### src/hw/rtl/utcp_pkg.sv
// shared types, constants and helpers for the utc timestamp parser
`timescale 1ns / 1ps
`default_nettype none

package utcp_pkg;

    localparam int FRACTION_DIGITS = 6;

    localparam int CHAR_W   = 8;
    localparam int POS_W    = 5;
    localparam int YEAR_W   = 14;
    localparam int FIELD_W  = 7;
    localparam int NS_W     = 30;
    localparam int DIGIT_W  = 4;

    localparam int IN_TDATA_W     = 8;
    localparam int RESULT_W       = 2 + YEAR_W + 5 * FIELD_W + NS_W;
    localparam int OUT_TDATA_W    = ((RESULT_W + 7) / 8) * 8;

    // character positions inside the fixed part
    localparam logic [POS_W-1:0] POS_YEAR_END   = 5'd3;
    localparam logic [POS_W-1:0] POS_MONTH_END  = 5'd6;
    localparam logic [POS_W-1:0] POS_DAY_END    = 5'd9;
    localparam logic [POS_W-1:0] POS_T          = 5'd10;
    localparam logic [POS_W-1:0] POS_HOUR_END   = 5'd12;
    localparam logic [POS_W-1:0] POS_MINUTE_END = 5'd15;
    localparam logic [POS_W-1:0] POS_SECOND_END = 5'd18;
    localparam logic [POS_W-1:0] POS_FIXED_LEN  = 5'd19;
    localparam logic [POS_W-1:0] POS_DASH_1     = 5'd4;
    localparam logic [POS_W-1:0] POS_DASH_2     = 5'd7;
    localparam logic [POS_W-1:0] POS_COLON_1    = 5'd13;
    localparam logic [POS_W-1:0] POS_COLON_2    = 5'd16;

    localparam logic [CHAR_W-1:0] CH_NUL   = 8'h00;
    localparam logic [CHAR_W-1:0] CH_DASH  = 8'h2D;
    localparam logic [CHAR_W-1:0] CH_DOT   = 8'h2E;
    localparam logic [CHAR_W-1:0] CH_ZERO  = 8'h30;
    localparam logic [CHAR_W-1:0] CH_NINE  = 8'h39;
    localparam logic [CHAR_W-1:0] CH_COLON = 8'h3A;
    localparam logic [CHAR_W-1:0] CH_T     = 8'h54;

    typedef enum logic [1:0] {
        ST_OK       = 2'd0,
        ST_DATE_ERR = 2'd1,
        ST_TIME_ERR = 2'd2
    } t_status;

    typedef enum logic [1:0] {
        PH_FIXED,
        PH_FRAC,
        PH_DONE,
        PH_ERROR
    } t_phase;

    // status in the lowest bits, nanoseconds in the highest
    typedef struct packed {
        logic [NS_W-1:0]    nanoseconds;
        logic [FIELD_W-1:0] second;
        logic [FIELD_W-1:0] minute;
        logic [FIELD_W-1:0] hour;
        logic [FIELD_W-1:0] day;
        logic [FIELD_W-1:0] month;
        logic [YEAR_W-1:0]  year;
        t_status            status;
    } t_result;

    // nanosecond weight of a fraction digit, index is 8 minus digits already taken
    function automatic logic [NS_W-1:0] ns_weight(input logic [DIGIT_W-1:0] idx);
        logic [NS_W-1:0] w;
        unique case (idx)
            4'd0:    w = 30'd1;
            4'd1:    w = 30'd10;
            4'd2:    w = 30'd100;
            4'd3:    w = 30'd1000;
            4'd4:    w = 30'd10000;
            4'd5:    w = 30'd100000;
            4'd6:    w = 30'd1000000;
            4'd7:    w = 30'd10000000;
            4'd8:    w = 30'd100000000;
            default: w = 30'd0;
        endcase
        return w;
    endfunction

    function automatic t_status part_error(input logic [POS_W-1:0] pos);
        return (pos <= POS_T) ? ST_DATE_ERR : ST_TIME_ERR;
    endfunction

endpackage

`default_nettype wire

### src/hw/rtl/utcp_core.sv
// parser state, field accumulators and per-character next-state logic
`timescale 1ns / 1ps
`default_nettype none

module utcp_core #(
    parameter int FRACTION_DIGITS = utcp_pkg::FRACTION_DIGITS
) (
    input  wire                             i_clk,
    input  wire                             i_rst_n,
    input  wire                             i_take,
    input  wire  [utcp_pkg::CHAR_W-1:0]     i_char,
    input  wire                             i_last,
    output logic                            o_done,
    output utcp_pkg::t_result               o_result
);

    localparam int CNT_W = $clog2(FRACTION_DIGITS + 1);

    logic [utcp_pkg::POS_W-1:0]    r_pos,    n_pos;
    utcp_pkg::t_phase              r_phase,  n_phase;
    logic                          r_halted, n_halted;
    utcp_pkg::t_status             r_err,    n_err;
    logic [utcp_pkg::YEAR_W-1:0]   r_year,   n_year;
    logic [utcp_pkg::FIELD_W-1:0]  r_month,  n_month;
    logic [utcp_pkg::FIELD_W-1:0]  r_day,    n_day;
    logic [utcp_pkg::FIELD_W-1:0]  r_hour,   n_hour;
    logic [utcp_pkg::FIELD_W-1:0]  r_minute, n_minute;
    logic [utcp_pkg::FIELD_W-1:0]  r_second, n_second;
    logic [utcp_pkg::NS_W-1:0]     r_ns,     n_ns;
    logic [CNT_W-1:0]              r_fcnt,   n_fcnt;

    logic                          is_digit;
    logic [utcp_pkg::DIGIT_W-1:0]  digit;
    logic                          is_sep;
    logic [utcp_pkg::CHAR_W-1:0]   sep_char;
    logic [utcp_pkg::POS_W-1:0]    pos_inc;
    logic [utcp_pkg::DIGIT_W-1:0]  w_idx;

    assign is_digit = (i_char >= utcp_pkg::CH_ZERO) && (i_char <= utcp_pkg::CH_NINE);
    assign digit    = utcp_pkg::DIGIT_W'(i_char - utcp_pkg::CH_ZERO);
    assign pos_inc  = r_pos + 5'd1;
    assign w_idx    = 4'd8 - utcp_pkg::DIGIT_W'(r_fcnt);

    always_comb begin
        is_sep   = 1'b1;
        sep_char = utcp_pkg::CH_DASH;
        unique case (r_pos)
            utcp_pkg::POS_DASH_1, utcp_pkg::POS_DASH_2: sep_char = utcp_pkg::CH_DASH;
            utcp_pkg::POS_T: sep_char = utcp_pkg::CH_T;
            utcp_pkg::POS_COLON_1, utcp_pkg::POS_COLON_2: sep_char = utcp_pkg::CH_COLON;
            default: is_sep = 1'b0;
        endcase
    end

    always_comb begin
        n_pos    = r_pos;
        n_phase  = r_phase;
        n_halted = r_halted;
        n_err    = r_err;
        n_year   = r_year;
        n_month  = r_month;
        n_day    = r_day;
        n_hour   = r_hour;
        n_minute = r_minute;
        n_second = r_second;
        n_ns     = r_ns;
        n_fcnt   = r_fcnt;

        if (r_phase == utcp_pkg::PH_FIXED) begin
            if (is_sep) begin
                if (i_char != sep_char) begin
                    n_err   = utcp_pkg::part_error(r_pos);
                    n_phase = utcp_pkg::PH_ERROR;
                end
                n_halted = 1'b0;
            end else if (r_pos <= utcp_pkg::POS_SECOND_END) begin
                if (i_char == utcp_pkg::CH_NUL) begin
                    n_err   = utcp_pkg::part_error(r_pos);
                    n_phase = utcp_pkg::PH_ERROR;
                end else if (!r_halted && is_digit) begin
                    priority if (r_pos <= utcp_pkg::POS_YEAR_END) begin
                        n_year = 14'(r_year * 14'd10) + 14'(digit);
                    end else if (r_pos <= utcp_pkg::POS_MONTH_END) begin
                        n_month = 7'(r_month * 7'd10) + 7'(digit);
                    end else if (r_pos <= utcp_pkg::POS_DAY_END) begin
                        n_day = 7'(r_day * 7'd10) + 7'(digit);
                    end else if (r_pos <= utcp_pkg::POS_HOUR_END) begin
                        n_hour = 7'(r_hour * 7'd10) + 7'(digit);
                    end else if (r_pos <= utcp_pkg::POS_MINUTE_END) begin
                        n_minute = 7'(r_minute * 7'd10) + 7'(digit);
                    end else begin
                        n_second = 7'(r_second * 7'd10) + 7'(digit);
                    end
                end else begin
                    n_halted = 1'b1;
                end
            end else begin
                n_phase = (i_char == utcp_pkg::CH_DOT) ? utcp_pkg::PH_FRAC
                                                       : utcp_pkg::PH_DONE;
            end
            if (n_phase != utcp_pkg::PH_ERROR) begin
                n_pos = pos_inc;
                if (i_last && pos_inc < utcp_pkg::POS_FIXED_LEN) begin
                    n_err   = utcp_pkg::part_error(pos_inc);
                    n_phase = utcp_pkg::PH_ERROR;
                end
            end
        end else if (r_phase == utcp_pkg::PH_FRAC) begin
            if (is_digit) begin
                if (r_fcnt < CNT_W'(FRACTION_DIGITS)) begin
                    n_ns   = r_ns + utcp_pkg::NS_W'(digit * utcp_pkg::ns_weight(w_idx));
                    n_fcnt = r_fcnt + CNT_W'(1);
                end
            end else begin
                n_phase = utcp_pkg::PH_DONE;
            end
        end
    end

    always_comb begin
        o_done   = i_take && i_last;
        o_result = '0;
        o_result.status = n_err;
        if (n_err == utcp_pkg::ST_OK) begin
            o_result.year        = n_year;
            o_result.month       = n_month;
            o_result.day         = n_day;
            o_result.hour        = n_hour;
            o_result.minute      = n_minute;
            o_result.second      = n_second;
            o_result.nanoseconds = n_ns;
        end
    end

    always_ff @(posedge i_clk) begin
        if (!i_rst_n || o_done) begin
            r_pos    <= '0;
            r_phase  <= utcp_pkg::PH_FIXED;
            r_halted <= 1'b0;
            r_err    <= utcp_pkg::ST_OK;
            r_year   <= '0;
            r_month  <= '0;
            r_day    <= '0;
            r_hour   <= '0;
            r_minute <= '0;
            r_second <= '0;
            r_ns     <= '0;
            r_fcnt   <= '0;
        end else if (i_take) begin
            r_pos    <= n_pos;
            r_phase  <= n_phase;
            r_halted <= n_halted;
            r_err    <= n_err;
            r_year   <= n_year;
            r_month  <= n_month;
            r_day    <= n_day;
            r_hour   <= n_hour;
            r_minute <= n_minute;
            r_second <= n_second;
            r_ns     <= n_ns;
            r_fcnt   <= n_fcnt;
        end
    end

endmodule

`default_nettype wire

### src/hw/rtl/utc_timestamp_parser_top.sv
// Top level of the utc timestamp parser.
// The slave stream carries one ASCII character per transaction in i_s_tdata,
// with i_s_tlast marking the final character of a timestamp string of the form
// YYYY-MM-DDTHH:MM:SS with an optional dot and fraction.
// For every string the master stream gives exactly one transaction, on the
// final character: status, the six date and time fields and the fraction in
// nanoseconds; on an error the fields are zero.
// Throughput is one character per cycle unless the receiver stalls: the whole
// per-character update is one pass of logic between the parser state
// registers and the output register, loaded as the final character is taken.
// The output register decouples the two sides: while a result waits, a new
// character is taken only in a cycle where that result is taken too.
// When the receiver stalls with a result pending, o_s_tready drops.
// Synchronous reset clears the parser to the start of a string and drops the
// pending result.
`timescale 1ns / 1ps
`default_nettype none

module utc_timestamp_parser_top #(
    parameter int FRACTION_DIGITS = utcp_pkg::FRACTION_DIGITS
) (
    input  wire                                 i_clk,
    input  wire                                 i_rst_n,
    input  wire                                 i_s_tvalid,
    output logic                                o_s_tready,
    input  wire  [utcp_pkg::IN_TDATA_W-1:0]     i_s_tdata,  // char_code
    input  wire                                 i_s_tlast,  // end_of_text
    output logic                                o_m_tvalid,
    input  wire                                 i_m_tready,
    // status, year, month, day, hour, minute, second, nanoseconds, zero fill
    output logic [utcp_pkg::OUT_TDATA_W-1:0]    o_m_tdata
);

    logic                r_out_valid;
    utcp_pkg::t_result   r_out;
    logic                take;
    logic                done;
    utcp_pkg::t_result   result;

    assign o_s_tready = !r_out_valid || i_m_tready;
    assign take       = i_s_tvalid && o_s_tready;

    utcp_core #(
        .FRACTION_DIGITS(FRACTION_DIGITS)
    ) u_core (
        .i_clk    (i_clk),
        .i_rst_n  (i_rst_n),
        .i_take   (take),
        .i_char   (i_s_tdata[utcp_pkg::CHAR_W-1:0]),
        .i_last   (i_s_tlast),
        .o_done   (done),
        .o_result (result)
    );

    always_ff @(posedge i_clk) begin
        if (!i_rst_n) begin
            r_out_valid <= 1'b0;
        end else if (done) begin
            r_out_valid <= 1'b1;
        end else if (i_m_tready) begin
            r_out_valid <= 1'b0;
        end
    end

    always_ff @(posedge i_clk) begin
        if (done) begin
            r_out <= result;
        end
    end

    assign o_m_tvalid = r_out_valid;
    assign o_m_tdata  = utcp_pkg::OUT_TDATA_W'(r_out);

endmodule

`default_nettype wire

### config.mk
export PLATFORM = sky130hd
export DESIGN_NAME = utc_timestamp_parser_top
export DESIGN_NICKNAME = d
export VERILOG_FILES = /design/src/hw/rtl/utcp_pkg.sv /design/src/hw/rtl/utcp_core.sv /design/src/hw/rtl/utc_timestamp_parser_top.sv
export SDC_FILE = /design/constraint.sdc
export NUM_CORES = 1
export LEC_CHECK = 0
export BUFFER_PORTS_ARGS = -buffer_cell sky130_fd_sc_hd__buf_2
export CAP_MARGIN = 10
export CORE_ASPECT_RATIO = 0.7
export CORE_MARGIN = 2
export CORE_UTILIZATION = 45
export CTS_CLUSTER_SIZE = 20
export DETAILED_ROUTE_END_ITERATION = 8
export REMOVE_ABC_BUFFERS = 1
export SETUP_SLACK_MARGIN = 0.5
export SLEW_MARGIN = 20
export SYNTH_ARGS = -nofsm -noshare
export SYNTH_HDL_FRONTEND = slang
export SYNTH_HIERARCHICAL = 1
export SYNTH_SLANG_ARGS = --single-unit
### constraint.sdc
create_clock -name i_clk -period 11.1 [get_ports i_clk]
set_input_delay 2.22 -clock i_clk [delete_from_list [all_inputs] [get_ports i_clk]]
set_output_delay 2.22 -clock i_clk [all_outputs]
set_load 0.005 [all_outputs]
==> out/metrics.cfg, run 1 <==
[cells_and_area]
fin_nets = 1815
postLayoutCoreUtil_pct = 49.7
diodes = 0
area_delta_synth_final_pct = 9.50
drive_gt1_share_pct = 10.5
ff_latch_area_um2 = 4290
fillCellCount = 2995
multi_input_area_um2 = 8700

[clocking]
htreeDepth = 4
clk_pin_slew_worst_paths_ns = 0.07
cts_buffer_depth = 2
ctsResizeCount = 0
cts_tree = done
ctsHoldBuffers = 0
insertion_delay_ns = 0.46
post_cts_buffers = 0
clock-sinks = 174
cts-root-buf = clkbuf_16
cts-buffers-inserted = 17

[setup_path]
crit_chain = buf_2 > inv_1 > nor3_1 > fa_1 > fa_1 > inv_1 > fa_1 > inv_1 > ha_1 > a21o_1 > a221o_1 > a221oi_1 > a31oi_1 > a31o_2 > a21oi_1 > xor2_1 > o22ai_2
arrival_ns = 7.56
max_stage_delay_ns = 0.54
cp-start-kind = input pin
worstSetupPathType = in2reg
timing.rr.start = u_core/r_fcnt[0]$_SDFFE_PP0P_
cp.required_ns = 11.28
path_max_fanout = 22
end_kind = register
slowest_stage = fa_1
worstSetupStartpoint = i_s_tdata[2]

[drt]
wirelength_um = 33600
ant_nets = 0
drt_iter0_drc = 775
vias_per_cell = 5.34
firstDrtPassIters = 5
wl_per_cell_um = 16.5
vias = 10900
drc = 0

[global_route]
grt_overflow_total = 0
grt_max_degree = 83
antenna_found_initial = 1
grtUsageTotal_pct = 21.1
grt_pass1_wl_um = 54500
grt_pass1_vias = 10300

[power]
intPower_mw = 1.16
p_leak_nw = 6.76
comb_power_share_pct = 20.1
power_mw = 1.65
power_density_nw_per_um2 = 107
ir_worst_vdd_uv = 86.3
power_switching_mw = 0.490
seqPwrFrac_pct = 41.7
pwr-share-clk_pct = 38.2
switching_share_pct = 29.7

[synth]
synth.area.top_cells = edfxtp_1, dfxtp_1, fa_1
ys_async_sr_fraction_pct = 0
seq_area_frac_synth_pct = 30.6
netlist_instances = 1557
syn-cell-area_um2 = 14000
synth_flop_cell = dfxtp_1
synth-edff-count = 81
synth-seq-cells = 174
ys_warn_count = 6
synth_top_area_cell = edfxtp_1
synth-simple-area-share_pct = 17.2
synth_mux_area_share_pct = 4.78
synth_fa_ha_area_share_pct = 21.6
synth-compound-area-share_pct = 12.9
synth_xor_area_share_pct = 5.30
avgSynthCellArea_um2 = 9.01
synth_cell_type_count = 72
synth_top_area_share_pct = 17.3
synth_top_family_by_area = adder cells

[timing]
slew_viol_final = 0
rsz0062_at_grt = no
min_period_over_period_pct = 66.5
finalSetupViolCount = 0
slew_headroom_pct = 41.7
fin_crit_ns = 7.38
finClkSkew_ns = 0.0138
fmax_ghz = 0.136
worst_slew_pin_slew_ns = 0.875
setup-tns-final_ns = 0
hold_ws_ns = 0.475
fin_ws_ns = 3.72
finalHoldViolCount = 0

[placed_design]
place_ws_ns = 3.35
dp_hpwl_um = 24300
place.gp.congestion = 0.900
port_buffers = 95

[floorplan]
die-area_um2 = 32600
die_w_um = 215
initial_utilization_pct = 45.4
die_h_um = 152
io_pins = 103
fp.coreArea_um2 = 30900
row_count = 54

[worst_hold_path]
hold_path_startpoint = u_core/r_ns[7]$_SDFFE_PP0P_
hold_path_class = reg2reg

[outcome]
outcome = complete, no violations

[flow_run]
maxCapViolations = 0

## synthesized netlist by cell type, types with 3 or more instances
master and number:
dfxtp_1 93, xnor2_1 56, buf_2 13, a21oi_1 104
and3_1 20, buf_6 5, or3_1 8, buf_1 3
inv_1 184, nand2b_1 9, nor2b_1 23, and2_1 51
nor2_1 150, a31o_2 7, a31oi_1 8, a211oi_1 22
ha_1 111, o22ai_2 8, nand2_1 126, nand4_1 9
xor2_1 29, a21o_1 31, o21ai_0 45, o211ai_1 3
nor3_1 19, a21boi_0 3, o21a_1 8, nor3b_1 9
o2111ai_1 3, buf_4 8, edfxtp_1 81, mux2i_1 67
a211o_1 3, nand3b_1 3, nor4_1 5, or2_2 8
nand3_1 40, o31ai_1 7, nand4b_1 4, fa_1 82
clkbuf_1 48
## layer usage
| metal | vias to the layer above | wire (um) | global-route usage (%) |
|---|---|---|---|
| li1 | 5335 | - | - |
| met2 | 293 | 13700 | 29.4 |
| met4 | 2 | 275 | 4.83 |
| met1 | 5256 | 17600 | 32.6 |
| met3 | 20 | 2010 | 4.79 |
| met5 | - | 13 | 0 |
## final cells by class
class | count | area share, %
Multi-Input combinational cell | 1127 | 56.6
Sequential cell | 174 | 27.9
Inverter | 185 | 4.53
Timing Repair Buffer | 104 | 3.56
Tap cell | 420 | 3.42
Clock buffer | 19 | 2.82
Clock inverter | 13 | 1.08
## path summary, 6_finish.rpt
path / to / slack [ns] / cells past startpoint
max: o_m_tdata[79]$_DFFE_PP_ / 3.72 / 17
min: u_core/r_ns[7]$_SDFFE_PP0P_ / 0.48 / 2
max reg2reg: o_m_tdata[79]$_DFFE_PP_ / 4.31 / 20
min reg2reg: u_core/r_ns[7]$_SDFFE_PP0P_ / 0.48 / 2
## critical path, delay by kind of cell
family	cells	cell delay [ns]
compound gates	7	1.94
fa+ha+maj	4	1.74
buf+inv	4	1.01
simple gates	1	0.39
xor+xnor	1	0.24
## layout by cell type, fill, tap and decap left out, types with 4 or more instances in the layout
master,instances
o21a_1,8
nor3b_1,9
and3_1,20
buf_4,8
clkbuf_16,17
o31ai_1,7
a31oi_1,8
nor4_1,4
nand4_1,9
buf_2,95
nand4b_1,4
xnor2_1,56
a31o_2,7
dfxtp_1,93
mux2i_1,67
a21o_1,31
a211oi_1,22
or3_1,8
or2_2,8
o22ai_2,8
inv_1,183
and2_1,51
nor3_1,19
nor2b_1,23
nor2_1,150
fa_1,82
a21oi_1,104
ha_1,111
o21ai_0,44
nand2_1,125
nand3_1,40
nand2b_1,9
conb_1,7
edfxtp_1,81
xor2_1,29
## power groups by stage
| stage | Sequential (mW) | Clock [mW] | Combinational, mW |
|---|---|---|---|
| floorplan | 0.703 | 0 | 0.235 |
| global placement | 0.702 | 0 | 0.327 |
| detailed placement | 0.702 | 0 | 0.328 |
| CTS | 0.688 | 0.647 | 0.332 |
| global route | 0.689 | 0.670 | 0.372 |
| finish | 0.688 | 0.629 | 0.331 |
## registers in the layout, summed over array words and instances (netlist names), 3 cells and up
| signal | count |
|---|---|
| u_core/r_fcnt | 3 |
| u_core/r_hour | 7 |
| u_core/r_minute | 7 |
| u_core/r_ns | 30 |
| u_core/r_second | 7 |
| u_core/r_pos | 5 |
| u_core/r_day | 7 |
| u_core/r_month | 7 |
| u_core/r_year | 14 |
| o_m_tdata | 81 |
## kinds of logic after synthesis
kind of cell / count (synthesis)
AO/OA/AOI/OAI: 277
XOR/XNOR: 85
adder cells (fa/ha/maj): 193
buffers and inverters: 262
flip-flops: 174
multiplexers: 67
other: 1
AND/OR/NAND/NOR: 498
## through the flow
stage | area (um2) | std cells
2_1_floorplan | 13700 | 1486
5_1_grt | 15400 | 2042
3_5_place_dp | 14800 | 2010
4_1_cts | 15400 | 2042
3_3_place_gp | 14800 | 2010
6_report | 15400 | 2042
Power figures use the tool's default switching activity.
==> inputs of run 2 (changes only) <==
Settings changed: ABC_AREA from default to 1.
Clock period 11.1 ns to 7.3 ns, I/O delays scaled along.
==> run 2 against run 1 <==
Against the previous run: sequential share of layout area shrank 0.43 points; via count grew 9.5%; synthesized cell count grew 18%; sequential cell count is the same; routed wire length grew 8.5%; clock power grew 44%; power grew 80%; clock skew grew 0.0018 ns; worst setup slack lost 2.7 ns; largest power group unchanged; highest routed layer is now met4.
==> out/metrics.cfg, run 2 <==
[global_route]
grt_pass1_vias = 11300  ; +10%
grt_overflow_total = 0  ; unchanged
antenna_found_initial = 0  ; -1
grt_pass1_wl_um = 59300  ; +8.7%
grtUsageTotal_pct = 22.7  ; +1.7 points
grt_max_degree = 93  ; +12%

[power]
power_density_nw_per_um2 = 190  ; +77%
switching_share_pct = 37.1  ; +7.4 points
comb_power_share_pct = 31.5  ; +11 points
pwr-share-clk_pct = 30.7  ; -7.5 points
p_leak_nw = 7.52  ; +11%
power_switching_mw = 1.10  ; +120%
seqPwrFrac_pct = 37.8  ; -3.9 points
intPower_mw = 1.86  ; +61%
ir_worst_vdd_uv = 109  ; +26%
power_mw = 2.96  ; +80%

[cells_and_area]
multi_input_area_um2 = 8280  ; -4.9%
diodes = 0  ; unchanged
ff_latch_area_um2 = 4290  ; unchanged
postLayoutCoreUtil_pct = 50.2  ; +0.55 points
fin_nets = 2123  ; +17%
fin_cells = 2350  ; +15%
layout_common_cells = inv_1, nand2_1, nor2_1
fillCellCount = 3158  ; +5.4%
largest_reg_flops = 81  ; unchanged
drive_gt1_share_pct = 10.2  ; -0.39 points
final_common_cell = inv_1
area_delta_synth_final_pct = 10.0

[setup_path]
max_stage_delay_ns = 0.55  ; about the same
cp_num_buf_inv = 7  ; +3
cp_top_family = simple AND/OR/NAND/NOR gates
slowest_stage = fa_1
cp.required_ns = 7.61  ; -3.67 ns
end_kind = register
arrival_ns = 6.59  ; -0.97 ns
cp_common_cell = inv_1
worstSetupPathType = reg2reg
path_max_fanout = 11  ; -50%
cp-start-kind = register

[clocking]
clk_pin_slew_worst_paths_ns = 0.08  ; about the same
cts-buffers-inserted = 17  ; unchanged
cts_buffer_depth = 2  ; unchanged
htreeDepth = 4  ; unchanged
cts-root-buf = clkbuf_16
ctsHoldBuffers = 0  ; unchanged
clock-sinks = 174  ; unchanged
cts_tree = done
insertion_delay_ns = 0.45  ; about the same

[drt]
ant_nets = 0  ; unchanged
wl_per_cell_um = 15.5  ; -5.7%
firstDrtPassIters = 5  ; unchanged
vias_per_cell = 5.08  ; -4.8%
wirelength_um = 36500  ; +8.5%
drc = 0  ; unchanged
drt_iter0_drc = 949  ; +22%
vias = 11900  ; +9.5%

[timing]
fmax_ghz = 0.159
fin_ws_ns = 1.03  ; -2.69 ns
finalSetupViolCount = 0  ; unchanged
worst_slew_pin_slew_ns = 0.953  ; +0.0781 ns
setup-tns-final_ns = 0  ; unchanged
finClkSkew_ns = 0.0156  ; +0.00182 ns
rsz0062_at_grt = no
min_period_over_period_pct = 85.9
fin_crit_ns = 6.27
slew_headroom_pct = 36.4  ; -5.3 points
slew_viol_final = 0  ; unchanged
finalHoldViolCount = 0  ; unchanged

[floorplan]
fp.coreArea_um2 = 31100  ; +0.44%
die_h_um = 153  ; +0.51%
initial_utilization_pct = 45.6  ; +0.28 points
row_count = 54  ; unchanged
die-area_um2 = 33000  ; +1.0%
io_pins = 103  ; unchanged
die_w_um = 216  ; +0.51%

[synth]
yosysMostFrequentCell = inv_1
synthTopCellsByCount = inv_1, nand2_1, nor2_1
synth_cell_type_count = 51  ; -29%
synth-edff-count = 81  ; unchanged
synth_flop_cell = dfxtp_1
ys_warn_count = 6  ; unchanged
seq_area_frac_synth_pct = 30.3  ; -0.32 points
synth_top_area_share_pct = 17.2  ; -0.18 points
synth-seq-cells = 174  ; unchanged
ys_async_sr_fraction_pct = 0  ; unchanged
syn-cell-area_um2 = 14200  ; +1.1%
synth_top_area_cell = edfxtp_1
synth.area.top_cells = edfxtp_1, dfxtp_1, fa_1
netlist_instances = 1843  ; +18%
avgSynthCellArea_um2 = 7.69  ; -15%

[placed_design]
port_buffers = 95  ; unchanged
place.gp.congestion = 0.913  ; +1.4%
dp_hpwl_um = 27500  ; +13%
place_ws_ns = 0.891  ; -2.46 ns
dpl.cell_count = 2318  ; +15%

[worst_hold_path]
hold_path_class = reg2reg

[outcome]
outcome = complete, no violations

[flow_run]
maxCapViolations = 0  ; unchanged

run 2: cell types whose count changed in the layout (fill, tap and decap cells not counted), moves of 25 or more:
cell	previous run	this run
nand2_1	125	273
and2_1	51	2
o21ai_0	44	158
inv_1	183	345
nor2_1	150	228
mux2i_1	67	9
xnor2_1	56	31
nand3_1	40	67
run 2: worst paths after layout:
kind | startpoint | to | slack, ns | cells after the start
min | u_core/r_ns[1]$_SDFFE_PP0P_ | u_core/r_ns[1]$_SDFFE_PP0P_ | 0.48 | 2
max | u_core/r_fcnt[0]$_SDFFE_PP0P_ | o_m_tdata[74]$_DFFE_PP_ | 1.03 | 25
max reg2reg | u_core/r_fcnt[0]$_SDFFE_PP0P_ | o_m_tdata[74]$_DFFE_PP_ | 1.03 | 25
min reg2reg | u_core/r_ns[1]$_SDFFE_PP0P_ | u_core/r_ns[1]$_SDFFE_PP0P_ | 0.48 | 2
run 2: worst min-delay path: stages, from the launching register on:
cell and delay, ns:
dfxtp_1 0.31, inv_1 0.06, a21oi_1 0.05
run 2: logic make-up (layout without fill, tap and decap cells):
kind of cell | after synthesis | after routing | share of synthesized area [%]
mux | 9 | 9 | 0.635
buf+inv | 421 | 502 | 11.6
other cells | 1 | 7 | 0.0264
fa+ha+maj | 193 | 193 | 21.4
xor+xnor | 63 | 63 | 3.89
flops | 174 | 174 | 30.3
simple gates | 639 | 639 | 19.1
compound gates | 343 | 343 | 13.1
run 2: per-stage QoR:
step | hold WS, ns | cell area (um2)
2_1_floorplan | 0.449 | 13900
3_3_place_gp | 0.460 | 15000
3_5_place_dp | 0.469 | 15000
4_1_cts | 0.479 | 15600
5_1_grt | 0.503 | 15600
6_report | 0.479 | 15600
run 2: area by class of cell:
| cell class | instances | area share (%) |
|---|---|---|
| Clock buffer | 19 | 2.77 |
| Multi-Input combinational cell | 1254 | 53.1 |
| Tap cell | 420 | 3.37 |
| Clock inverter | 13 | 0.890 |
| Sequential cell | 174 | 27.5 |
| Timing Repair Buffer | 108 | 3.67 |
| Inverter | 362 | 8.72 |
run 2: timing repair:
action / CTS / global route
endpoints found under the setup margin: 0 / 2
setup buffers: 0 / 0
resized for setup: 0 / 1
run 2: per-layer routing:
metal	GRT usage, %	wire [um]	vias up
met5	0	0	-
met4	5.51	477	0
met3	4.53	2330	27
li1	-	-	6024
met1	35.1	18700	5584
met2	32.4	15000	310
run 2: power by group through the flow:
stage | clock (mW) | combinational, mW | sequential, mW
after CTS | 0.943 | 0.934 | 1.12
after detailed placement | 0 | 0.926 | 1.14
final | 0.907 | 0.933 | 1.12
after floorplan | 0 | 0.669 | 1.13
after global routing | 0.969 | 1.07 | 1.13
after global placement | 0 | 0.917 | 1.14
